--- config.mk ---
export PLATFORM = sky130hd
export DESIGN_NAME = markup_text_word_tokenizer
export DESIGN_NICKNAME = d
export VERILOG_FILES = /design/src/sv/mtwt_pkg.sv /design/src/sv/mtwt_ram.sv /design/src/sv/markup_text_word_tokenizer.sv
export SDC_FILE = /design/constraint.sdc
export NUM_CORES = 1
export LEC_CHECK = 0
export BUFFER_PORTS_ARGS = -buffer_cell sky130_fd_sc_hd__buf_2
export CAP_MARGIN = 25
export CORE_MARGIN = 5
export CORE_UTILIZATION = 50
export DETAILED_ROUTE_END_ITERATION = 6
export MAX_ROUTING_LAYER = met4
export PLACE_DENSITY = 0.66
export SYNTH_ARGS = -nofsm -noshare
export SYNTH_HDL_FRONTEND = slang
export SYNTH_SLANG_ARGS = --single-unit
export TNS_END_PERCENT = 30
--- constraint.sdc ---
create_clock -name clk -period 6 [get_ports clk]
set_input_delay 0.3 -clock clk [delete_from_list [all_inputs] [get_ports clk]]
set_output_delay 0.3 -clock clk [all_outputs]
set_load 0.01 [all_outputs]
--- src/sv/mtwt_pkg.sv ---
// ============================================================================
// mtwt_pkg
// Shared types, constants and helpers of the markup text word tokenizer.
// ============================================================================
package mtwt_pkg;

  // Word store geometry
  localparam int STORE_DEPTH  = 64;
  localparam int RESULT_LIMIT = 64;
  localparam int ADDR_W       = $clog2(STORE_DEPTH);
  // Run length saturates at STORE_DEPTH + 1
  localparam int LEN_W        = $clog2(STORE_DEPTH + 2);

  // Configuration registers
  localparam int CFG_W     = 7;
  localparam int CFG_IDX_W = 1;
  localparam logic [CFG_IDX_W-1:0] REG_MIN_WORD_LEN = CFG_IDX_W'(0);
  localparam logic [CFG_IDX_W-1:0] REG_MAX_WORD_LEN = CFG_IDX_W'(1);
  localparam logic [CFG_W-1:0]     MIN_LEN_RST      = CFG_W'(3);
  localparam logic [CFG_W-1:0]     MAX_LEN_RST      = CFG_W'(36);

  // Compare width covers both the run length and the register values
  localparam int CMP_W    = (LEN_W > CFG_W) ? LEN_W : CFG_W;
  localparam int MAX_EMIT = (STORE_DEPTH < RESULT_LIMIT) ? STORE_DEPTH : RESULT_LIMIT;

  // Character codes
  localparam logic [7:0] CH_UP_A = 8'h41;
  localparam logic [7:0] CH_UP_Z = 8'h5A;
  localparam logic [7:0] CH_LO_A = 8'h61;
  localparam logic [7:0] CH_LO_Z = 8'h7A;
  localparam logic [7:0] CH_LT   = 8'h3C;
  localparam logic [7:0] CH_GT   = 8'h3E;

  typedef struct packed {
    logic [7:0] data_byte;
    logic       end_of_text;
  } in_word_t;

  typedef struct packed {
    logic [7:0] letter;
    logic       word_done;
  } out_word_t;

  function automatic logic is_letter(input logic [7:0] b);
    return ((b >= CH_UP_A) && (b <= CH_UP_Z)) || ((b >= CH_LO_A) && (b <= CH_LO_Z));
  endfunction

endpackage

--- src/sv/mtwt_ram.sv ---
// ============================================================================
// mtwt_ram
// Generic simple dual-port RAM: one write port, one read port, registered read.
// ============================================================================
module mtwt_ram #(
  parameter int WIDTH = 8,
  parameter int DEPTH = 64
) (
  input  logic                     clk,
  input  logic                     we,
  input  logic [$clog2(DEPTH)-1:0] waddr,
  input  logic [WIDTH-1:0]         wdata,
  input  logic                     re,
  input  logic [$clog2(DEPTH)-1:0] raddr,
  output logic [WIDTH-1:0]         rdata
);

  logic [WIDTH-1:0] mem [DEPTH];

  always_ff @(posedge clk) begin
    if (we) begin
      mem[waddr] <= wdata;
    end
    if (re) begin
      rdata <= mem[raddr];
    end
  end

endmodule

--- src/sv/markup_text_word_tokenizer.sv ---
// ============================================================================
// markup_text_word_tokenizer
// Splits markup text into words of letters found outside tags and emits each
// accepted word from a word store, one letter per word on the output channel.
// ============================================================================
//
//  channel | direction | handshake          | payload
//  --------+-----------+--------------------+------------------------------
//  in_     | input     | in_valid/in_stall  | in_word_t  {data_byte, eot}
//  out_    | output    | out_valid/out_stall| out_word_t {letter, word_done}
//  cfg_    | input     | cfg_we             | cfg_idx, cfg_wdata
//
//  A byte that does not close an accepted word is taken without a stall. A
//  byte that closes an accepted word stalls the input while its letters are
//  read back out of the word store, one read in flight at a time through
//  the registered read port, and longer while the output stalls meanwhile.
//  Reset (synchronous, rst_n low) clears the tag mark, the run length, the
//  output register and the registers to their defaults; the word store is
//  not cleared since only entries written for the current word are read.
//  Output stalls hold the output register; the next byte is accepted while
//  the last letter of a word still waits there.
//
module markup_text_word_tokenizer (
  input  logic                                clk,
  input  logic                                rst_n,
  // input channel
  input  logic                                in_valid,
  output logic                                in_stall,
  input  mtwt_pkg::in_word_t                  in_data,
  // result channel
  output logic                                out_valid,
  input  logic                                out_stall,
  output mtwt_pkg::out_word_t                 out_data,
  // configuration port
  input  logic                                cfg_we,
  input  logic [mtwt_pkg::CFG_IDX_W-1:0]      cfg_idx,
  input  logic [mtwt_pkg::CFG_W-1:0]          cfg_wdata
);

  import mtwt_pkg::*;

  localparam logic ST_IDLE = 1'b0;
  localparam logic ST_EMIT = 1'b1;

  // Control state
  logic              state_r,     state_nxt;
  logic              in_markup_r, in_markup_nxt;
  logic [LEN_W-1:0]  run_len_r,   run_len_nxt;
  logic [ADDR_W-1:0] rd_idx_r,    rd_idx_nxt;
  logic [ADDR_W-1:0] last_idx_r,  last_idx_nxt;
  logic              pend_r,      pend_nxt;
  logic              pend_last_r, pend_last_nxt;
  logic              out_valid_r, out_valid_nxt;
  logic [CFG_W-1:0]  min_len_r;
  logic [CFG_W-1:0]  max_len_r;

  // Payload
  out_word_t         out_data_r,  out_data_nxt;

  // Datapath
  logic              in_fire;
  logic              letter_path;
  logic              close_word;
  logic              emit_ok;
  logic [LEN_W-1:0]  new_len;
  logic [LEN_W-1:0]  len_m1;
  logic [CMP_W-1:0]  len_c, min_c, hi_c, max_c;
  logic              rd_issue;
  logic              wr_en;
  logic [7:0]        rd_data;

  assign in_stall  = (state_r != ST_IDLE);
  assign in_fire   = in_valid && !in_stall;
  assign out_valid = out_valid_r;
  assign out_data  = out_data_r;

  // Word tracking: letters outside tags grow the run; anything else closes it
  assign letter_path = !in_markup_r && is_letter(in_data.data_byte);
  assign wr_en       = in_fire && letter_path && (run_len_r < LEN_W'(STORE_DEPTH));

  always_comb begin
    new_len = run_len_r;
    if (letter_path && (run_len_r <= LEN_W'(STORE_DEPTH))) begin
      new_len = run_len_r + LEN_W'(1);
    end
  end

  assign close_word = letter_path ? in_data.end_of_text : (run_len_r != '0);

  // Length filter: effective maximum is capped by store depth and result limit
  assign len_c = CMP_W'(new_len);
  assign min_c = CMP_W'(min_len_r);
  assign max_c = CMP_W'(max_len_r);
  assign hi_c  = (max_c > CMP_W'(MAX_EMIT)) ? CMP_W'(MAX_EMIT) : max_c;
  assign emit_ok = close_word && (new_len != '0) && (len_c >= min_c) && (len_c <= hi_c);
  assign len_m1  = new_len - LEN_W'(1);

  // Read issue: one read in flight, and only when the output slot frees up
  assign rd_issue = (state_r == ST_EMIT) && !pend_r && (!out_valid_r || !out_stall);

  always_comb begin
    state_nxt     = state_r;
    in_markup_nxt = in_markup_r;
    run_len_nxt   = run_len_r;
    rd_idx_nxt    = rd_idx_r;
    last_idx_nxt  = last_idx_r;
    pend_nxt      = 1'b0;
    pend_last_nxt = pend_last_r;
    out_valid_nxt = out_valid_r;
    out_data_nxt  = out_data_r;

    unique case (state_r)
      ST_IDLE: begin
        if (in_fire) begin
          run_len_nxt = (close_word || in_data.end_of_text) ? '0 : new_len;
          if (in_data.data_byte == CH_GT) begin
            in_markup_nxt = 1'b0;
          end
          if (in_data.data_byte == CH_LT) begin
            in_markup_nxt = 1'b1;
          end
          if (in_data.end_of_text) begin
            in_markup_nxt = 1'b0;
          end
          if (emit_ok) begin
            state_nxt    = ST_EMIT;
            rd_idx_nxt   = '0;
            last_idx_nxt = len_m1[ADDR_W-1:0];
          end
        end
      end
      ST_EMIT: begin
        if (rd_issue) begin
          pend_nxt      = 1'b1;
          pend_last_nxt = (rd_idx_r == last_idx_r);
          if (rd_idx_r == last_idx_r) begin
            state_nxt = ST_IDLE;
          end else begin
            rd_idx_nxt = rd_idx_r + ADDR_W'(1);
          end
        end
      end
      default: begin
        state_nxt = ST_IDLE;
      end
    endcase

    // Output register: drain on take, load from the returning read
    if (out_valid_r && !out_stall) begin
      out_valid_nxt = 1'b0;
    end
    if (pend_r) begin
      out_valid_nxt          = 1'b1;
      out_data_nxt.letter    = rd_data;
      out_data_nxt.word_done = pend_last_r;
    end
  end

  always_ff @(posedge clk) begin
    if (!rst_n) begin
      state_r     <= ST_IDLE;
      in_markup_r <= 1'b0;
      run_len_r   <= '0;
      rd_idx_r    <= '0;
      last_idx_r  <= '0;
      pend_r      <= 1'b0;
      pend_last_r <= 1'b0;
      out_valid_r <= 1'b0;
    end else begin
      state_r     <= state_nxt;
      in_markup_r <= in_markup_nxt;
      run_len_r   <= run_len_nxt;
      rd_idx_r    <= rd_idx_nxt;
      last_idx_r  <= last_idx_nxt;
      pend_r      <= pend_nxt;
      pend_last_r <= pend_last_nxt;
      out_valid_r <= out_valid_nxt;
    end
  end

  always_ff @(posedge clk) begin
    out_data_r <= out_data_nxt;
  end

  // Register writes
  always_ff @(posedge clk) begin
    if (!rst_n) begin
      min_len_r <= MIN_LEN_RST;
      max_len_r <= MAX_LEN_RST;
    end else if (cfg_we) begin
      unique case (cfg_idx)
        REG_MIN_WORD_LEN: min_len_r <= cfg_wdata;
        REG_MAX_WORD_LEN: max_len_r <= cfg_wdata;
        default: ;
      endcase
    end
  end

  // Word store: write letters as they arrive, read them back for emission
  mtwt_ram #(
    .WIDTH (8),
    .DEPTH (STORE_DEPTH)
  ) u_word_store (
    .clk   (clk),
    .we    (wr_en),
    .waddr (run_len_r[ADDR_W-1:0]),
    .wdata (in_data.data_byte),
    .re    (rd_issue),
    .raddr (rd_idx_r),
    .rdata (rd_data)
  );

endmodule

==> out/summary.txt <==
CTS
--------------------------------------------------------------------------------------------------------
Root buffer cell .......................................................................... sky130_fd_sc_hd__clkbuf_16
Clock sink count ..........................................................................          567
Skew-Pair Late Insertion Delay ............................................................       600 ps
Clock buffer count from CTS ...............................................................           54
Post-CTS clock slew at the launch and capture registers of the worst setup and hold paths .        60 ps
CTS tree ..................................................................................          yes
Quantity of gates resized following cts ...................................................            0
H-tree level count ........................................................................            2
Number of buffers between clock root and the deepest sink .................................            3

SYNTH
--------------------------------------------------------------------------------------------------------
Cell type with the highest aggregate area in the netlist .................................. sky130_fd_sc_hd__edfxtp_1
Flip-flop cell with the highest count after synthesis ..................................... sky130_fd_sc_hd__edfxtp_1
Post-synth EDFFs ..........................................................................          529
Count of mapped cells out of synthesis ....................................................         1151
Biggest area contributors in the synthesized netlist ...................................... sky130_fd_sc_hd__edfxtp_1, sky130_fd_sc_hd__mux4_2, sky130_fd_sc_hd__dfxtp_1
Post-synthesis share of cell area spent on and, or, nand and nor gates ....................       4.891%
Multiplexer area fraction after synthesis .................................................       16.88%
Compound-Gate Fraction of Synth Area ......................................................       2.693%
Fraction of synthesized cell area taken by the top area cell type .........................       69.77%
Library cells used by synthesis ...........................................................           65
Post-synthesis share of cell area spent on full adders, half adders and majority gates ....      0.5935%
Area of the mapped netlist ................................................................    22770 µm²
Synthesis Warnings ........................................................................            0
Async set or reset register ratio after synthesis .........................................           0%
Xor and xnor area share after synthesis ...................................................      0.5001%
Largest family of logic cells by synthesized area ......................................... multiplexers
Portion of the post-synthesis area used by sequential elements ............................       73.11%
Post-synthesis average cell area ..........................................................    19.78 µm²
Count of state elements after synthesis ...................................................          567
Post-Synthesis Net Count ..................................................................         1183

GLOBAL ROUTING
--------------------------------------------------------------------------------------------------------
Global route overflow .....................................................................            0
Largest net degree at the start of global routing .........................................           68
Vias in the first global route ............................................................        11390
Number of antenna violations at the first check in global routing .........................            1
All-Layer GR Usage ........................................................................       20.33%
Wire length of the first global-routing pass ..............................................     73510 µm

WORST SETUP PATH
--------------------------------------------------------------------------------------------------------
Worst path arrival time ...................................................................      4500 ps
Delay of the slowest critical-path stage ..................................................       690 ps
Critical register-to-register path endpoint ...............................................  rd_idx_r[3]
Worst setup SP type .......................................................................     register
Launch instance of the worst register-to-register path .................................... run_len_r[3]
Highest net fanout along the worst path ...................................................           17
Crit path cell chain ...................................................................... or3_1 > o21ai_1 > nand2_2 > xnor2_1 > inv_1 > ha_1 > nand2b_1 > maj3_1 > a211oi_2 > nor4b_4 > a21oi_2 > o221a_1
Critical path class .......................................................................   reg -> reg
CP Capture Type ...........................................................................     register
Required time at the endpoint of the critical path ........................................      6540 ps
Worst R2R Setup Slack .....................................................................      2030 ps
Number of cells on the worst reg-to-reg path ..............................................           12
Slowest cell on crit path ................................................................. sky130_fd_sc_hd__or3_1

PWR
--------------------------------------------------------------------------------------------------------
Sw Ratio ..................................................................................       19.70%
Worst IR drop on VDD ......................................................................     204.7 µV
Share of power burned in the clock network ................................................        42.9%
Int Power .................................................................................      6296 µW
NetSw .....................................................................................      1545 µW
Leakage ...................................................................................  0.007793 µW
Power density relative to cell area ....................................................... 308.1 nW/µm²
Proportion of power drawn by flip-flops and latches .......................................        55.2%
Proportion of power drawn by combinational gates ..........................................         1.9%
Total design power ........................................................................      7840 µW

TIMING
--------------------------------------------------------------------------------------------------------
Worst-Margin Slew .........................................................................     951.4 ps
Crit share post-route .....................................................................       66.12%
Final-layout setup total negative slack ...................................................         0 ps
Slew margin rel. ..........................................................................       36.34%
Time the worst path needs with I/O delays and setup .......................................      3967 ps
Final slew viol count .....................................................................            0
Final hold violations .....................................................................            0
RSZ-0062 raised after global routing ......................................................           no
Final-report setup violation count ........................................................            0
Maximum operating frequency ...............................................................    252.1 MHz
Setup clock skew after layout .............................................................     18.55 ps

STATUS
--------------------------------------------------------------------------------------------------------
Status .................................................................................... finished, final reports clean

WORST HOLD PATH
--------------------------------------------------------------------------------------------------------
Worst hold path cell count ................................................................            3
Hold Path Origin ..........................................................................      cfg_idx
Class of the tightest hold or removal check ...............................................    in -> reg
Worst Hold Endpoint .......................................................................     max_c[0]

FLOORPLAN
--------------------------------------------------------------------------------------------------------
Ports placed on the boundary ..............................................................           33
Die width .................................................................................     223.4 µm
Starting Density ..........................................................................       50.39%
Die extent in y ...........................................................................     223.4 µm
Total number of placement rows ............................................................           78
Floorplan Core Area .......................................................................    45190 µm²
Total Die Area ............................................................................    49910 µm²

CELLS AND AREA
--------------------------------------------------------------------------------------------------------
Utilization after layout ..................................................................       56.32%
Final nets ................................................................................         1238
Final instance area .......................................................................    25450 µm²
Layout cell share with drive strength beyond 1 ............................................       26.20%
Area Growth Syn to Fin ....................................................................       11.77%

ROUTE
--------------------------------------------------------------------------------------------------------
Number of search-and-repair iterations in the first detailed-routing pass .................            5
Total DRC errors in the routed layout .....................................................            0
Violation count after the first detailed-route iteration ..................................         1124
Detailed-route wire length per cell .......................................................     26.40 µm
Post-Route WL .............................................................................     48910 µm
Routed vias ...............................................................................        11060
Drt via density ...........................................................................        5.967
Number of routed nets with antenna violations .............................................            0

PLACED DESIGN
--------------------------------------------------------------------------------------------------------
Count of port buffers added during placement ..............................................           32
Dpl hpwl ..................................................................................     30630 µm
Post-DP Area ..............................................................................    23590 µm²
Placer Congestion .........................................................................       0.8216

JOB
--------------------------------------------------------------------------------------------------------
Number of max-cap violations ..............................................................            0

==> Yosys cell counts, types with 7 or more instances <==
cell,instances
sky130_fd_sc_hd__buf_1,19
sky130_fd_sc_hd__clkbuf_1,36
sky130_fd_sc_hd__edfxtp_1,529
sky130_fd_sc_hd__inv_1,16
sky130_fd_sc_hd__mux4_2,168
sky130_fd_sc_hd__nand2_1,60
sky130_fd_sc_hd__dfxtp_1,38
sky130_fd_sc_hd__ha_1,10
sky130_fd_sc_hd__nor2_1,96
sky130_fd_sc_hd__a21oi_1,24
sky130_fd_sc_hd__xnor2_1,8
sky130_fd_sc_hd__nor4_1,7
sky130_fd_sc_hd__nand3_1,22
sky130_fd_sc_hd__o21ai_0,9
==> power by group through the flow <==
| stage | combinational (µW) | clock (µW) | sequential, µW |
|---|---|---|---|
| final | 146 | 3370 | 4330 |
| after floorplan | 55.1 | 0 | 4410 |
| after global placement | 136 | 0 | 4410 |
| after detailed placement | 141 | 0 | 4410 |
| after CTS | 145 | 3440 | 4330 |
| after global routing | 160 | 3610 | 4330 |
==> area by class of cell <==
class | count | area [µm²]
Antenna cell | 1 | 2.502
Clock buffer | 65 | 1413
Clock inverter | 37 | 340.3
Fill cell | 3348 | 19740
Inverter | 16 | 60.06
Multi-Input combinational cell | 508 | 5819
Sequential cell | 567 | 16660
Tap cell | 600 | 750.7
Timing Repair Buffer | 59 | 407.9
==> how the worst max path moves through the flow <==
stage | slack [ps] | end | startpoint | depth (start not counted)
6_report | 2030 | rd_idx_r[3] | run_len_r[3] | 12
3_5_place_dp | 1470 | rd_idx_r[3] | in_data[7] | 13
2_1_floorplan | 2750 | rd_idx_r[5] | in_data[2] | 13
3_3_place_gp | 1600 | rd_idx_r[3] | in_data[7] | 13
5_1_grt | 1780 | rd_idx_r[1] | run_len_r[3] | 12
4_1_cts | 2060 | rd_idx_r[3] | run_len_r[3] | 12
==> cells by family after synthesis <==
group / Yosys count
DFF: 567
and+or+nand+nor: 233
muxes: 174
AOI/OAI and AO/OA: 77
buffers and inverters: 76
xor gates and xnor gates: 13
adders and majority gates: 11
==> layer usage <==
metal | track usage (%) | vias up | wire [µm]
met5 | - | - | 0
li1 | - | 4824 | -
met4 | 5.573 | 0 | 1106
met3 | 3.763 | 64 | 2831
met1 | 27.79 | 5850 | 20700
met2 | 32.05 | 319 | 24280
==> metrics by stage <==
step | hold WS, ps | std cells | setup slack (ps)
global route | 54.59 | 1853 | 1783
floorplan | 398.9 | 1151 | 2750
CTS | 19.65 | 1851 | 2056
detailed placement | 406.3 | 1741 | 1474
finish | 50.10 | 1853 | 2033
global placement | 405.2 | 1740 | 1598
==> layout by cell type, fill, tap and decap left out, types with 5 or more instances in the layout <==
master                          count
sky130_fd_sc_hd__a21oi_1           24
sky130_fd_sc_hd__buf_2             32
sky130_fd_sc_hd__buf_4             17
sky130_fd_sc_hd__bufinv_16          6
sky130_fd_sc_hd__clkbuf_1           9
sky130_fd_sc_hd__clkbuf_16         54
sky130_fd_sc_hd__clkinv_1          13
sky130_fd_sc_hd__clkinv_2          14
sky130_fd_sc_hd__dfxtp_1           34
sky130_fd_sc_hd__dlygate4sd3_1      8
sky130_fd_sc_hd__edfxtp_1         529
sky130_fd_sc_hd__ha_1              10
sky130_fd_sc_hd__inv_1             16
sky130_fd_sc_hd__mux2i_1            6
sky130_fd_sc_hd__mux4_2           168
sky130_fd_sc_hd__nand2_1           60
sky130_fd_sc_hd__nand2b_1           5
sky130_fd_sc_hd__nand3_1           22
sky130_fd_sc_hd__nor2_1            96
sky130_fd_sc_hd__nor2b_1            6
sky130_fd_sc_hd__nor4_1             7
sky130_fd_sc_hd__o21ai_0            9
sky130_fd_sc_hd__xnor2_1            8
sky130_fd_sc_hd__xor2_1             5
==> worst max-delay path: cells and delay by family (launching register included) <==
family	cells	cell delay, ps
AND/OR/NAND/NOR	4	1040
buffers and inverters	1	150
XOR/XNOR	1	300
AO/OA/AOI/OAI	4	1190
flip-flops	1	580
adder cells (fa/ha/maj)	2	650
==> what timing repair did <==
item / CTS / global route
hold buffers: 8 / 0
buffers inserted: 0 / 0
hold endpoints to repair: 15 / 0
==> flip-flops by register name, indices dropped and copies added (netlist names) <==
name,flops
u_word_store.mem,512
out_data,9
u_word_store.rdata,8
max_c,7
min_c,7
run_len_r,7
last_idx_r,6
rd_idx_r,6
in_markup_r,1
in_stall,1
out_valid,1
pend_last_r,1
pend_r,1
Note: power is estimated with default switching activity, not from simulation.
